==> config.mk <==
export PLATFORM = sky130hd
export DESIGN_NAME = permutation_enumerator_insertion_core
export DESIGN_NICKNAME = d
export VERILOG_FILES = /design/src/pei_pkg.sv /design/src/pei_digit_file.sv /design/src/pei_insert_unit.sv /design/src/permutation_enumerator_insertion_core.sv
export SDC_FILE = /design/constraint.sdc
export NUM_CORES = 1
export LEC_CHECK = 0
export BUFFER_PORTS_ARGS = -buffer_cell sky130_fd_sc_hd__buf_2
export CAP_MARGIN = 10
export CORE_MARGIN = 3
export CORE_UTILIZATION = 50
export DETAILED_ROUTE_END_ITERATION = 6
export GPL_ROUTABILITY_DRIVEN = 0
export HOLD_SLACK_MARGIN = 0.1
export PLACE_DENSITY_LB_ADDON = 0.05
export SLEW_MARGIN = 15
export SYNTH_ARGS = -nofsm -noshare
export SYNTH_HDL_FRONTEND = slang
export SYNTH_SLANG_ARGS = --single-unit
==> constraint.sdc <==
create_clock -name clk -period 5.75 [get_ports clk]
set_input_delay 1.4375 -clock clk [delete_from_list [all_inputs] [get_ports clk]]
set_output_delay 1.4375 -clock clk [all_outputs]
set_load 0.05 [all_outputs]
==> src/pei_pkg.sv <==
// shared types and constants for the insertion-order permutation enumerator
// no dependencies; used by every module of the block
package pei_pkg;

  // fixed field widths of the result channel
  localparam int ELEM_W   = 4;
  localparam int NUM_ELEM = 8;
  localparam int RANK_W   = 16;

  // size register
  localparam int          CFG_W      = 4;
  localparam logic [3:0]  SIZE_RESET = 4'd5;

  // sequencer to datapath control
  typedef struct packed {
    logic start;    // item accepted, latch flags and advance rank
    logic restart;  // accepted item asks for the first permutation
    logic step;     // one insertion of the current value
  } ctrl_t;

endpackage

==> src/pei_digit_file.sv <==
// insert-position digits, rank counter and carry flags of the enumerator
// depends on pei_pkg
module pei_digit_file #(
  parameter int MAX_SIZE = 8,
  parameter int VW       = 4,
  parameter int DW       = 3
) (
  input  logic                      clk,
  input  logic                      rst_n,
  input  pei_pkg::ctrl_t            ctrl,
  input  logic [VW-1:0]             k,
  input  logic [VW-1:0]             v,
  output logic [DW-1:0]             pos_o,
  output logic                      last_o,
  output logic [pei_pkg::RANK_W-1:0] rank_o
);

  logic [DW-1:0]              dig_r [MAX_SIZE];
  logic [pei_pkg::RANK_W-1:0] rank_r;
  logic [pei_pkg::RANK_W-1:0] rank_out_r;
  logic                       last_r;
  logic [MAX_SIZE-1:0]        carry_r;

  logic [DW-1:0]              eff_dig [MAX_SIZE];
  logic [MAX_SIZE-1:0]        ge_ext;
  logic [MAX_SIZE-1:0]        eq_ext;
  logic [MAX_SIZE-1:0]        carry_in;
  logic                       wrap;
  logic                       all_max;
  logic [pei_pkg::RANK_W-1:0] rank_eff;
  logic [DW-1:0]              idx;

  // per-digit max flags; digits of values above k count as saturated
  always_comb begin
    for (int u = 0; u < MAX_SIZE; u++) begin
      eff_dig[u] = ctrl.restart ? '0 : dig_r[u];
      if (u == 0) begin
        ge_ext[u] = 1'b1;
        eq_ext[u] = 1'b1;
      end else begin
        ge_ext[u] = (eff_dig[u] >= DW'(u)) || (VW'(u) >= k);
        eq_ext[u] = (eff_dig[u] == DW'(u)) || (VW'(u) >= k);
      end
    end
  end

  // carry into each digit: all faster digits saturated
  always_comb begin
    for (int u = 0; u < MAX_SIZE; u++) begin
      carry_in[u] = 1'b1;
      for (int w = 0; w < MAX_SIZE; w++) begin
        if (w > u) carry_in[u] = carry_in[u] & ge_ext[w];
      end
    end
    wrap    = &ge_ext;
    all_max = &eq_ext;
  end

  assign rank_eff = ctrl.restart ? '0 : rank_r;
  assign idx      = DW'(v - VW'(1));
  assign pos_o    = dig_r[idx];
  assign last_o   = last_r;
  assign rank_o   = rank_out_r;

  // digit and rank state
  always_ff @(posedge clk) begin
    if (!rst_n) begin
      for (int u = 0; u < MAX_SIZE; u++) dig_r[u] <= '0;
      rank_r <= '0;
    end else if (ctrl.start) begin
      if (ctrl.restart) begin
        for (int u = 0; u < MAX_SIZE; u++) dig_r[u] <= '0;
      end
      rank_r <= wrap ? '0 : rank_eff + pei_pkg::RANK_W'(1);
    end else if (ctrl.step && carry_r[idx]) begin
      dig_r[idx] <= (dig_r[idx] >= DW'(v - VW'(1))) ? '0 : dig_r[idx] + DW'(1);
    end
  end

  // flags and rank captured for the item in flight
  always_ff @(posedge clk) begin
    if (ctrl.start) begin
      carry_r    <= carry_in;
      last_r     <= all_max;
      rank_out_r <= rank_eff;
    end
  end

endmodule

==> src/pei_insert_unit.sv <==
// sequence register with a one-value-per-cycle insertion shifter
// depends on pei_pkg
module pei_insert_unit #(
  parameter int MAX_SIZE = 8,
  parameter int VW       = 4,
  parameter int DW       = 3
) (
  input  logic                                     clk,
  input  pei_pkg::ctrl_t                           ctrl,
  input  logic [VW-1:0]                            v,
  input  logic [DW-1:0]                            pos,
  output logic [MAX_SIZE-1:0][pei_pkg::ELEM_W-1:0] seq_o
);

  logic [MAX_SIZE-1:0][pei_pkg::ELEM_W-1:0] seq_r;
  logic [VW-1:0] len;
  logic [VW-1:0] p;

  // current length is v-1; a digit past the end inserts at the end
  assign len   = v - VW'(1);
  assign p     = (VW'(pos) > len) ? len : VW'(pos);
  assign seq_o = seq_r;

  // start loads the sequence (1); each step opens a slot at p and drops v in
  always_ff @(posedge clk) begin
    if (ctrl.start) begin
      seq_r <= (MAX_SIZE * pei_pkg::ELEM_W)'(1);
    end else if (ctrl.step) begin
      if (p == '0) seq_r[0] <= pei_pkg::ELEM_W'(v);
      for (int j = 1; j < MAX_SIZE; j++) begin
        if (VW'(j) == p) begin
          seq_r[j] <= pei_pkg::ELEM_W'(v);
        end else if (VW'(j) > p && VW'(j) <= len) begin
          seq_r[j] <= seq_r[j-1];
        end
      end
    end
  end

endmodule

==> src/permutation_enumerator_insertion_core.sv <==
// Permutation enumerator in insertion order. One input transfer yields one result
// transfer carrying the next permutation of 1..k, its rank and a last flag.
//
// Channels: in_valid/in_stall with in_restart; out_valid/out_stall with
// out_element_0..7, out_perm_rank and out_last_of_run. cfg_we/cfg_wdata write
// the size k (reset 5; 0 acts as 1, values above MAX_SIZE act as MAX_SIZE);
// write it only while the block is idle.
//
// An accepted item runs one insertion in the shared shifter for each value
// 2..k, then its result is loaded into the output register; size one skips
// the insertion pass. A new item is taken once the previous result has been
// loaded into the output register.
// While out_stall holds, the result stays in the output register; a finished
// next item waits in the sequencer and in_stall stays high.
// Reset clears the digits and the rank counter, so the first item yields the
// permutation k down to 1 at rank 0; in_restart does the same for its own item.
// Depends on pei_pkg, pei_digit_file and pei_insert_unit.
module permutation_enumerator_insertion_core #(
  parameter int MAX_SIZE = 8
) (
  input  logic                           clk,
  input  logic                           rst_n,
  input  logic                           cfg_we,
  input  logic [pei_pkg::CFG_W-1:0]      cfg_wdata,
  input  logic                           in_valid,
  output logic                           in_stall,
  input  logic                           in_restart,
  output logic                           out_valid,
  input  logic                           out_stall,
  output logic [pei_pkg::ELEM_W-1:0]     out_element_0,
  output logic [pei_pkg::ELEM_W-1:0]     out_element_1,
  output logic [pei_pkg::ELEM_W-1:0]     out_element_2,
  output logic [pei_pkg::ELEM_W-1:0]     out_element_3,
  output logic [pei_pkg::ELEM_W-1:0]     out_element_4,
  output logic [pei_pkg::ELEM_W-1:0]     out_element_5,
  output logic [pei_pkg::ELEM_W-1:0]     out_element_6,
  output logic [pei_pkg::ELEM_W-1:0]     out_element_7,
  output logic [pei_pkg::RANK_W-1:0]     out_perm_rank,
  output logic                           out_last_of_run
);

  localparam int VW = $clog2(MAX_SIZE + 1);
  localparam int DW = $clog2(MAX_SIZE);

  localparam logic [1:0] ST_IDLE = 2'd0;
  localparam logic [1:0] ST_INS  = 2'd1;
  localparam logic [1:0] ST_DONE = 2'd2;

  logic [1:0]                 state_r, state_nxt;
  logic [VW-1:0]              v_r, v_nxt;
  logic [pei_pkg::CFG_W-1:0]  size_r;
  logic [VW-1:0]              k;
  logic                       in_xfer;
  logic                       load_out;
  pei_pkg::ctrl_t             ctrl;

  logic [DW-1:0]                            pos;
  logic                                     last;
  logic [pei_pkg::RANK_W-1:0]               rank;
  logic [MAX_SIZE-1:0][pei_pkg::ELEM_W-1:0] seq;

  logic [pei_pkg::ELEM_W-1:0] elem_nxt [pei_pkg::NUM_ELEM];
  logic [pei_pkg::ELEM_W-1:0] elem_r   [pei_pkg::NUM_ELEM];
  logic [pei_pkg::RANK_W-1:0] rank_r;
  logic                       last_r;
  logic                       out_valid_r;

  // size register
  always_ff @(posedge clk) begin
    if (!rst_n) begin
      size_r <= pei_pkg::SIZE_RESET;
    end else if (cfg_we) begin
      size_r <= cfg_wdata;
    end
  end

  // effective size, clamped to 1..MAX_SIZE
  always_comb begin
    if (size_r == '0) begin
      k = VW'(1);
    end else if (size_r > pei_pkg::CFG_W'(MAX_SIZE)) begin
      k = VW'(MAX_SIZE);
    end else begin
      k = VW'(size_r);
    end
  end

  // handshake
  assign in_stall = (state_r != ST_IDLE);
  assign in_xfer  = in_valid && !in_stall;
  assign load_out = (state_r == ST_DONE) && (!out_valid_r || !out_stall);

  assign ctrl.start   = in_xfer;
  assign ctrl.restart = in_xfer && in_restart;
  assign ctrl.step    = (state_r == ST_INS);

  // sequencer: one insertion per cycle for values 2..k
  always_comb begin
    state_nxt = state_r;
    v_nxt     = v_r;
    unique case (state_r)
      ST_IDLE: begin
        if (in_xfer) begin
          v_nxt     = VW'(2);
          state_nxt = (k == VW'(1)) ? ST_DONE : ST_INS;
        end
      end
      ST_INS: begin
        if (v_r == k) begin
          state_nxt = ST_DONE;
        end else begin
          v_nxt = v_r + VW'(1);
        end
      end
      ST_DONE: begin
        if (load_out) state_nxt = ST_IDLE;
      end
      default: begin
        state_nxt = ST_IDLE;
      end
    endcase
  end

  always_ff @(posedge clk) begin
    if (!rst_n) begin
      state_r <= ST_IDLE;
    end else begin
      state_r <= state_nxt;
    end
  end

  always_ff @(posedge clk) begin
    v_r <= v_nxt;
  end

  pei_digit_file #(
    .MAX_SIZE (MAX_SIZE),
    .VW       (VW),
    .DW       (DW)
  ) u_digits (
    .clk    (clk),
    .rst_n  (rst_n),
    .ctrl   (ctrl),
    .k      (k),
    .v      (v_r),
    .pos_o  (pos),
    .last_o (last),
    .rank_o (rank)
  );

  pei_insert_unit #(
    .MAX_SIZE (MAX_SIZE),
    .VW       (VW),
    .DW       (DW)
  ) u_insert (
    .clk   (clk),
    .ctrl  (ctrl),
    .v     (v_r),
    .pos   (pos),
    .seq_o (seq)
  );

  // positions at or beyond k read zero
  for (genvar g = 0; g < pei_pkg::NUM_ELEM; g++) begin : g_elem
    if (g < MAX_SIZE) begin : g_used
      assign elem_nxt[g] = (VW'(g) < k) ? seq[g] : '0;
    end else begin : g_unused
      assign elem_nxt[g] = '0;
    end
  end

  // output register
  always_ff @(posedge clk) begin
    if (!rst_n) begin
      out_valid_r <= 1'b0;
    end else if (load_out) begin
      out_valid_r <= 1'b1;
    end else if (!out_stall) begin
      out_valid_r <= 1'b0;
    end
  end

  always_ff @(posedge clk) begin
    if (load_out) begin
      for (int i = 0; i < pei_pkg::NUM_ELEM; i++) elem_r[i] <= elem_nxt[i];
      rank_r <= rank;
      last_r <= last;
    end
  end

  assign out_valid       = out_valid_r;
  assign out_element_0   = elem_r[0];
  assign out_element_1   = elem_r[1];
  assign out_element_2   = elem_r[2];
  assign out_element_3   = elem_r[3];
  assign out_element_4   = elem_r[4];
  assign out_element_5   = elem_r[5];
  assign out_element_6   = elem_r[6];
  assign out_element_7   = elem_r[7];
  assign out_perm_rank   = rank_r;
  assign out_last_of_run = last_r;

`ifndef SYNTH
  // size one skips the insertion pass
  a_size_one_skip: assert property (@(posedge clk) disable iff (!rst_n)
    in_xfer && (k == VW'(1)) |=> state_r == ST_DONE)
    else $error("size one item did not go straight to output");

  // the insertion value stays within 2..k
  a_value_range: assert property (@(posedge clk) disable iff (!rst_n)
    state_r == ST_INS |-> (v_r >= VW'(2)) && (v_r <= k))
    else $error("insertion value out of range");

  // a finished item is loaded as soon as the output register is free
  a_load_out: assert property (@(posedge clk) disable iff (!rst_n)
    (state_r == ST_DONE) && !(out_valid_r && out_stall)
      |=> out_valid_r && (state_r == ST_IDLE))
    else $error("finished item not loaded into output register");

  // a taken result with nothing finished behind it leaves the output empty
  a_out_drain: assert property (@(posedge clk) disable iff (!rst_n)
    out_valid_r && !out_stall && (state_r != ST_DONE) |=> !out_valid_r)
    else $error("result repeated after transfer");
`endif

endmodule

==> reports/results.ini, run 1 <==
[status]
outcome = complete, but fails checks
failed_checks = design-rule violations

[sta]
fin_skew_ns = 0.00727
fin_crit_sh_pct = 87.6
final-setup-viol-count = 0
slew_viol_final = 0
finalSetupTns_ns = 0
slew-limit-headroom_pct = 40.7
worst_pin_slew_ns = 0.884
fin_ws_ns = 0.712
fmax_mhz = 199
rsz0062_at_grt = no
hold_violations = 0
period_needed_ns = 5.04

[clock_network]
cts_buffers = 17
cts_sinks = 156
cts_tree = done
clockBufferDepth = 2
insertion_delay_ns = 0.43
clk_pin_slew_worst_paths_ns = 0.06
post_cts_buffers = 0
ctsHoldBuffers = 0
ctsResizeCount = 0
cts_root_buffer = clkbuf_16
htreeDepth = 4

[global_route]
antenna_found_initial = 0
grt_start_max_net_pins = 53
grt_first_pass_wirelength_mm = 27.7
overflow = 0
grt_usage_pct = 21.5
grt_pass1_vias = 5208

[setup_path]
critPathRequiredTime_ns = 6.07
worstPathArrival_ns = 5.35
cp-start-kind = flop
end_kind = flop
reg2reg_depth = 13
r2r_end = u_insert.seq_o[24]$_SDFFE_PN0P_
r2r_start = v_r[1]$_SDFFCE_PN1P_
critical_path_class = reg2reg
cp_max_fo = 14
rrSetupSlack_ns = 0.71

[final_layout]
area_growth_pct = 13.4
seq_area_um2 = 4130
fillers = 1232
fin_area_um2 = 8580
drive_gt1_share_pct = 18.3
multiInputGateArea_um2 = 3220
nets = 747
diodes = 0
instances_no_fill = 926

[drt]
routed-wl-met3_um = 764
avgViaCountPerCell = 5.85
ant_nets = 0
vias = 5418
drt_iter0_markers = 457
finalWirelength_mm = 17.3
wl_met2_mm = 8.24
wl_met1_mm = 8.06
drt_pre_antenna_iters = 7
highest_layer = met4
wl_per_cell_um = 18.7
drc = 2

[die]
start_util_pct = 51.7
die_width_um = 129
coreArea_um2 = 14600
die_height_um = 129
die-area_um2 = 16600
row_count = 44
ios = 61

[pwr]
p_sw_share_pct = 34.0
power.density_nw_per_um2 = 418
pwr-share-clk_pct = 31.1
peakVddDrop_v = 0.000202
combPwrFrac_pct = 28.2
leakage_nw = 3.20
p_switching_mw = 1.22
power_frac_seq_pct = 40.7
internal-power_mw = 2.37

[synthesis]
synth_fp_nets = 698
synth_seq_cells = 156
synthArstFlopShare_pct = 0
synth.avg_cell_area_um2 = 11.1
synthDistinctLibCells = 79
synthCells = 680
yosysWarnings = 0
synth_ff_type = edfxtp_1
synth-edff-count = 101
netlist_area_um2 = 7560
ys_seq_area_share_pct = 54.6

[min_path]
whs_path_depth = 0
hold_end = out_perm_rank[10]$_DFFE_PP_
hold_start = u_digits.rank_o[10]$_DFFE_PN_
hold_path_class = reg2reg

[place]
dpl_cell_area_um2 = 8000
dp_slack_ns = 0.823
dp_hpwl_mm = 12.0
place.port_buffers = 60
post-place-cells = 894

[run]
drv_cap = 0

-- routing by layer --
layer / up-vias / GRT usage [%]
li1: 2619 / -
met1: 2634 / 28.9
met2: 146 / 35.1
met3: 19 / 4.44
met4: 0 / 6.55
met5: - / 0
-- layout make-up --
class / count / area share (%)
timing repair buffer: 67 / 4.11
tap: 184 / 2.68
inverter: 17 / 0.744
sequential: 156 / 48.2
clock inverter: 12 / 1.71
multi-input combinational: 470 / 37.5
clock buffer: 20 / 5.09
-- flip-flops by register name, summed over array words and instances, names as in the netlist, 4 cells and up --
signal	count
elem_r	32
out_perm_rank	16
size_r	4
u_digits.carry_r	7
u_digits.dig_r	24
u_digits.rank_o	16
u_digits.rank_r	16
u_insert.seq_o	32
v_r	4
-- worst max-delay path, stage by stage, from the launching register on --
cell	delay, ns
edfxtp_1	0.72
inv_1	0.21
ha_1	0.32
xor2_4	0.45
mux4_2	0.62
mux2_2	0.32
ha_1	0.34
nand3_1	0.13
o21ai_1	0.22
o311ai_2	0.38
o21a_1	0.47
nor2_1	0.20
a31o_2	0.32
o2111a_1	0.24
-- cells in the final DEF (no fill, tap or decap), types with 10 or more instances in the layout --
cell type / count
inv_1: 14
a31oi_1: 12
and3_1: 13
and2_1: 44
o31ai_1: 12
nor2_1: 39
nor3_1: 10
nand3_1: 27
buf_2: 60
o21ai_1: 26
nor2b_1: 29
nand2_1: 39
edfxtp_1: 101
a21oi_1: 28
clkbuf_16: 17
mux2i_1: 28
o21ai_0: 16
dfxtp_1: 55
-- how the worst max path moves through the flow --
| stage | startpoint | to | slack (ns) | cells after the start |
|---|---|---|---|---|
| 2_1_floorplan | v_r[0]$_SDFFCE_PN0P_ | u_insert.seq_o[12]$_SDFFE_PN0P_ | 1.34 | 14 |
| 3_3_place_gp | v_r[1]$_SDFFCE_PN1P_ | u_insert.seq_o[14]$_SDFFE_PN0P_ | 0.98 | 12 |
| 3_5_place_dp | v_r[1]$_SDFFCE_PN1P_ | u_insert.seq_o[12]$_SDFFE_PN0P_ | 0.82 | 12 |
| 4_1_cts | v_r[1]$_SDFFCE_PN1P_ | u_insert.seq_o[15]$_SDFFE_PN0P_ | 0.80 | 12 |
| 5_1_grt | v_r[1]$_SDFFCE_PN1P_ | u_insert.seq_o[24]$_SDFFE_PN0P_ | 0.38 | 13 |
| 6_report | v_r[1]$_SDFFCE_PN1P_ | u_insert.seq_o[24]$_SDFFE_PN0P_ | 0.71 | 13 |
-- metrics by stage --
stage / hold WS, ns / util [%] / total power [mW]
2_1_floorplan: 0.400 / - / 2.25
3_3_place_gp: 0.401 / 54.6 / 2.45
3_5_place_dp: 0.405 / 54.6 / 2.48
4_1_cts: 0.419 / 58.6 / 3.59
5_1_grt: 0.423 / 58.6 / 3.76
6_report: 0.417 / 58.6 / 3.59
-- power groups by stage --
| stage | clock network [mW] | logic, mW | registers, mW |
|---|---|---|---|
| after floorplan | 0 | 0.758 | 1.49 |
| after global placement | 0 | 0.975 | 1.48 |
| after detailed placement | 0 | 0.998 | 1.48 |
| after CTS | 1.13 | 1.00 | 1.46 |
| after global routing | 1.18 | 1.10 | 1.47 |
| final | 1.11 | 1.01 | 1.46 |
-- cells in the mapped netlist, drive strengths merged, types with 5 or more instances --
master | n | area share, %
a211oi | 9 | 1.0
a21oi | 29 | 1.9
a31oi | 12 | 0.99
and2 | 47 | 3.9
and3 | 13 | 1.1
buf | 11 | 0.89
clkbuf | 26 | 1.3
dfxtp | 55 | 15
edfxtp | 101 | 40
ha | 8 | 1.3
inv | 16 | 0.79
mux2i | 28 | 3.7
nand2 | 39 | 1.9
nand2b | 9 | 0.74
nand3 | 28 | 1.9
nand4 | 6 | 0.50
nor2 | 40 | 2.0
nor2b | 29 | 2.4
nor3 | 18 | 1.9
nor4 | 11 | 1.2
o21ai | 42 | 2.8
o22ai | 6 | 0.58
o31ai | 12 | 1.2
or2 | 9 | 0.74
or3 | 5 | 0.41
xnor2 | 9 | 1.1
xor2 | 5 | 0.83
-- kinds of logic (layout without fill, tap and decap cells) --
kind of cell	after synthesis	in the layout	share of synthesized area, %
multiplexers	34	34	5.04
AO/OA/AOI/OAI	146	146	13.6
adder cells (fa/ha/maj)	8	8	1.32
XOR/XNOR	14	14	1.97
flip-flops	156	156	54.6
buffers and inverters	54	116	3.03
AND/OR/NAND/NOR	268	268	20.4
Note: power is estimated with default switching activity, not from simulation.
==> inputs of run 2 (changes only) <==
--- a/config.mk
+++ b/config.mk
@@ -7,8 +7,10 @@
 export LEC_CHECK = 0
 export BUFFER_PORTS_ARGS = -buffer_cell sky130_fd_sc_hd__buf_2
 export CAP_MARGIN = 10
+export CELL_PAD_IN_SITES_DETAIL_PLACEMENT = 0
+export CELL_PAD_IN_SITES_GLOBAL_PLACEMENT = 2
 export CORE_MARGIN = 3
-export CORE_UTILIZATION = 50
+export CORE_UTILIZATION = 40
 export DETAILED_ROUTE_END_ITERATION = 6
 export GPL_ROUTABILITY_DRIVEN = 0
 export HOLD_SLACK_MARGIN = 0.1
==> constraint.sdc (replaced) <==
create_clock -name clk -period 5.1 [get_ports clk]
set_input_delay 1.275 -clock clk [delete_from_list [all_inputs] [get_ports clk]]
set_output_delay 1.275 -clock clk [all_outputs]
set_load 0.05 [all_outputs]
==> reports/results.ini, run 2 (synthesized netlist as in run 1, its figures left out) <==
[die]
coreArea_um2 = 18300
start_util_pct = 41.4
die-area_um2 = 20600
ios = 61
die_height_um = 144
row_count = 49
die_width_um = 144

[pwr]
power.density_nw_per_um2 = 479
leakage_nw = 3.27
peakVddDrop_v = 0.000271

[sta]
rsz0062_at_grt = no
worst_pin_slew_ns = 0.858
hold_violations = 0
fin_skew_ns = 0.0108
final-setup-viol-count = 0
fin_crit_sh_pct = 86.7
slew_viol_final = 0
fmax_mhz = 226
slew-limit-headroom_pct = 42.7
finalSetupTns_ns = 0
period_needed_ns = 4.42

[global_route]
overflow = 0
met1_usage_pct = 27.2
antenna_found_initial = 0
grt_usage_pct = 19.1
grt_start_max_net_pins = 50
met2_usage_pct = 29.1
grt_first_pass_wirelength_mm = 30.1
grt_use_met3_pct = 4.09
top_usage_layer = met2
grt_pass1_vias = 5308

[setup_path]
max_stage_delay_ns = 0.58
path_common_cell = ha_1
critical_path.cell_chain = inv_1, ha_1, xor2_4, mux4_2, mux2_2, ha_1, nand3_1, o21ai_1, o311ai_2, o21a_1, nor2_1, a31o_2, o2111a_1
worstPathArrival_ns = 4.74
cp_max_fo = 10
critPathRequiredTime_ns = 5.41
critical_path_class = reg2reg
end_kind = flop
crit_slowest_cell = mux4_2
cp-start-kind = flop

[drt]
drt_pre_antenna_iters = 5
ant_nets = 0
avgViaCountPerCell = 5.55
drc = 0
finalWirelength_mm = 18.8
vias = 5443
drt_iter0_markers = 337
wl_per_cell_um = 19.2

[clock_network]
cts_root_buffer = clkbuf_16
post_cts_buffers = 0
insertion_delay_ns = 0.43
ctsResizeCount = 0
clockBufferDepth = 2
clk_pin_slew_worst_paths_ns = 0.07
htreeDepth = 4
cts_tree = done
ctsHoldBuffers = 0
cts_sinks = 156
cts_buffers = 17

[final_layout]
diodes = 0
area_growth_pct = 15.9
drive_gt1_share_pct = 19.4
mostFrequentLayoutCells = edfxtp_1 (101), buf_2 (60), dfxtp_1 (55), and2_1 (44)
mostFrequentLayoutCell = edfxtp_1
nets = 757
fin_area_um2 = 8770

[status]
outcome = completed

[place]
place.port_buffers = 60
dpl_cell_area_um2 = 8130
dp_hpwl_mm = 13.4

[min_path]
hold_path_class = reg2reg

[run]
drv_cap = 0

run 2: changes by cell type in the layout (fill, tap and decap cells not counted), sizes merged:
cell and change:
clkinv -2, inv +2, buf +10, clkinvlp -1, bufinv +1
run 2: where the power goes:
part | internal, mW | leakage [nW] | switching, mW
logic | 0.394 | 1.52 | 0.786
registers | 1.52 | 1.44 | 0.110
clock network | 0.854 | 0.310 | 0.536
total | 2.77 | 3.27 | 1.43
run 2: path summary, 6_finish.rpt:
kind / from / end / slack [ns] / cells after the start
hold / removal: u_digits.rank_o[14]$_DFFE_PN_ / out_perm_rank[14]$_DFFE_PP_ / 0.42 / 0
setup reg to reg: v_r[1]$_SDFFCE_PN1P_ / u_insert.seq_o[27]$_SDFFE_PN0P_ / 0.68 / 13
hold reg to reg: u_digits.rank_o[14]$_DFFE_PN_ / out_perm_rank[14]$_DFFE_PP_ / 0.42 / 0
setup / recovery: v_r[1]$_SDFFCE_PN1P_ / u_insert.seq_o[27]$_SDFFE_PN0P_ / 0.68 / 13
run 2: layout make-up:
cell class / count / area, um2
clock buffer: 20 / 458
clock inverter: 12 / 183
fill: 1715 / 9500
inverter: 17 / 63.8
multi-input combinational: 470 / 3210
sequential: 156 / 4130
tap: 229 / 287
timing repair buffer: 77 / 428
run 2: worst max-delay path, delay by kind of cell, from the launching register on:
family | cells | cell delay, ns
buffers and inverters | 1 | 0.15
and+or+nand+nor | 2 | 0.33
xor gates and xnor gates | 1 | 0.24
adders and majority gates | 2 | 0.67
AOI/OAI and AO/OA | 5 | 1.63
DFF | 1 | 0.38
muxes | 2 | 0.90
run 2: layer usage:
metal  vias up  wire length (um)
li1       2647                 -
met1      2624              9260
met2       138              8400
met3        34               795
met4         0               365
met5         -                 0
run 2: metrics by stage:
stage / instances / utilization, % / hold WS, ns / total power, mW / worst slack [ns]
after global routing: 981 / 48.0 / 0.426 / 4.42 / 0.465
after global placement: 949 / 44.5 / 0.401 / 2.82 / 0.851
after detailed placement: 949 / 44.5 / 0.405 / 2.83 / 0.728
final: 981 / 48.0 / 0.417 / 4.20 / 0.678
after floorplan: 680 / - / 0.400 / 2.54 / 0.694
after CTS: 981 / 48.0 / 0.420 / 4.23 / 0.702
==> inputs of run 3 (changes only) <==
--- a/config.mk
+++ b/config.mk
@@ -11,6 +11,7 @@
 export CELL_PAD_IN_SITES_GLOBAL_PLACEMENT = 2
 export CORE_MARGIN = 3
 export CORE_UTILIZATION = 40
+export CTS_BUF_LIST = sky130_fd_sc_hd__clkbuf_16
 export DETAILED_ROUTE_END_ITERATION = 6
 export GPL_ROUTABILITY_DRIVEN = 0
 export HOLD_SLACK_MARGIN = 0.1
@@ -19,3 +20,4 @@
 export SYNTH_ARGS = -nofsm -noshare
 export SYNTH_HDL_FRONTEND = slang
 export SYNTH_SLANG_ARGS = --single-unit
+export TNS_END_PERCENT = 5
==> reports/results.ini, run 3 (synthesized netlist as in run 1, its figures left out) <==
[setup_path]
cp-start-kind = flop
crit_slowest_cell = mux4_2
critical_path.cell_chain = inv_1, ha_1, xor2_4, mux4_2, mux2_2, ha_1, nand3_1, o21ai_1, o311ai_2, o21a_1, nor2_1, a31o_2, o2111a_1
path_common_cell = ha_1
worstPathArrival_ns = 4.74
critPathRequiredTime_ns = 5.41
end_kind = flop
cp_max_fo = 10
max_stage_delay_ns = 0.58
critical_path_class = reg2reg

[clock_network]
cts_sinks = 156
clockBufferDepth = 2
cts_root_buffer = clkbuf_16
post_cts_buffers = 0
insertion_delay_ns = 0.43
clk_pin_slew_worst_paths_ns = 0.07
cts_buffers = 17
cts_tree = done
ctsResizeCount = 0
ctsHoldBuffers = 0
htreeDepth = 4

[final_layout]
multiInputGateArea_um2 = 3210
mostFrequentLayoutCell = edfxtp_1
instances_no_fill = 981
mostFrequentLayoutCells = edfxtp_1 (101), buf_2 (60), dfxtp_1 (55), and2_1 (44)
diodes = 0
nets = 757
seq_area_um2 = 4130
fillers = 1715
area_growth_pct = 15.9
drive_gt1_share_pct = 19.4

[die]
die-area_um2 = 20600
ios = 61
die_height_um = 144
start_util_pct = 41.4
row_count = 49
die_width_um = 144
coreArea_um2 = 18300

[place]
dp_slack_ns = 0.728
dp_hpwl_mm = 13.4
post-place-cells = 949
place.port_buffers = 60

[sta]
slew-limit-headroom_pct = 43.3
fin_skew_ns = 0.0108
slew_viol_final = 0
final-setup-viol-count = 0
rsz0062_at_grt = no
period_needed_ns = 4.43
hold_violations = 0
fin_ws_ns = 0.674
whs_ns = 0.417
worst_pin_slew_ns = 0.849
finalSetupTns_ns = 0
fin_crit_sh_pct = 86.8
fmax_mhz = 226

[global_route]
grt_first_pass_wirelength_mm = 30.1
antenna_found_initial = 0
grt_usage_pct = 19.1
overflow = 0
grt_pass1_vias = 5308
grt_start_max_net_pins = 50

[drt]
avgViaCountPerCell = 5.56
vias = 5454
finalWirelength_mm = 18.8
drt_pre_antenna_iters = 5
drt_iter0_markers = 337
drc = 0
wl_per_cell_um = 19.2
ant_nets = 0

[status]
outcome = completed

[pwr]
leakage_nw = 3.28
power.density_nw_per_um2 = 479
power_mw = 4.20
peakVddDrop_v = 0.000271

[min_path]
hold_path_class = reg2reg

[run]
drv_cap = 0

## run 3: cell count changes in the layout (fill, tap and decap cells not counted), sizes merged
cell | before | now
clkbuf | 20 | 18
inv | 19 | 21
## run 3: layer usage
| layer | GRT usage, % | part of all wire, % | vias up |
|---|---|---|---|
| met5 | 0 | 0 | - |
| met4 | 6.14 | 1.9 | 0 |
| met3 | 4.09 | 4.4 | 34 |
| met2 | 29.1 | 45 | 151 |
| met1 | 27.2 | 49 | 2620 |
| li1 | - | - | 2649 |
## run 3: through the flow
stage	utilization [%]	cell area, um2
after floorplan	-	7560
after global placement	44.5	8130
after detailed placement	44.5	8130
after CTS	48.0	8770
after global routing	48.0	8770
final	48.0	8770
## run 3: final timing paths
path	to	start	cells past startpoint	slack [ns]
worst max-delay path	u_insert.seq_o[27]$_SDFFE_PN0P_	v_r[1]$_SDFFCE_PN1P_	13	0.67
worst min-delay path	out_perm_rank[14]$_DFFE_PP_	u_digits.rank_o[14]$_DFFE_PN_	0	0.42
worst max register to register	u_insert.seq_o[27]$_SDFFE_PN0P_	v_r[1]$_SDFFCE_PN1P_	13	0.67
worst min register to register	out_perm_rank[14]$_DFFE_PP_	u_digits.rank_o[14]$_DFFE_PN_	0	0.42
## run 3: worst max-delay path: cells and delay by family, from the launching register on
family	cells	cell delay [ns]
flops	1	0.38
buf+inv	1	0.15
simple gates	2	0.33
mux	2	0.90
xor+xnor	1	0.24
compound gates	5	1.63
fa+ha+maj	2	0.67
## run 3: area by class of cell
class	instances	share of cell area, %
clock buffer	18	5.14
clock inverter	14	2.17
inverter	17	0.728
multi-input combinational	470	36.7
sequential	156	47.2
tap	229	3.27
timing repair buffer	77	4.88
## run 3: where the power goes
group          total [mW]  internal, mW  switching (mW)
clock                1.39         0.850           0.536
sequential           1.63          1.52           0.110
combinational        1.18         0.394           0.787
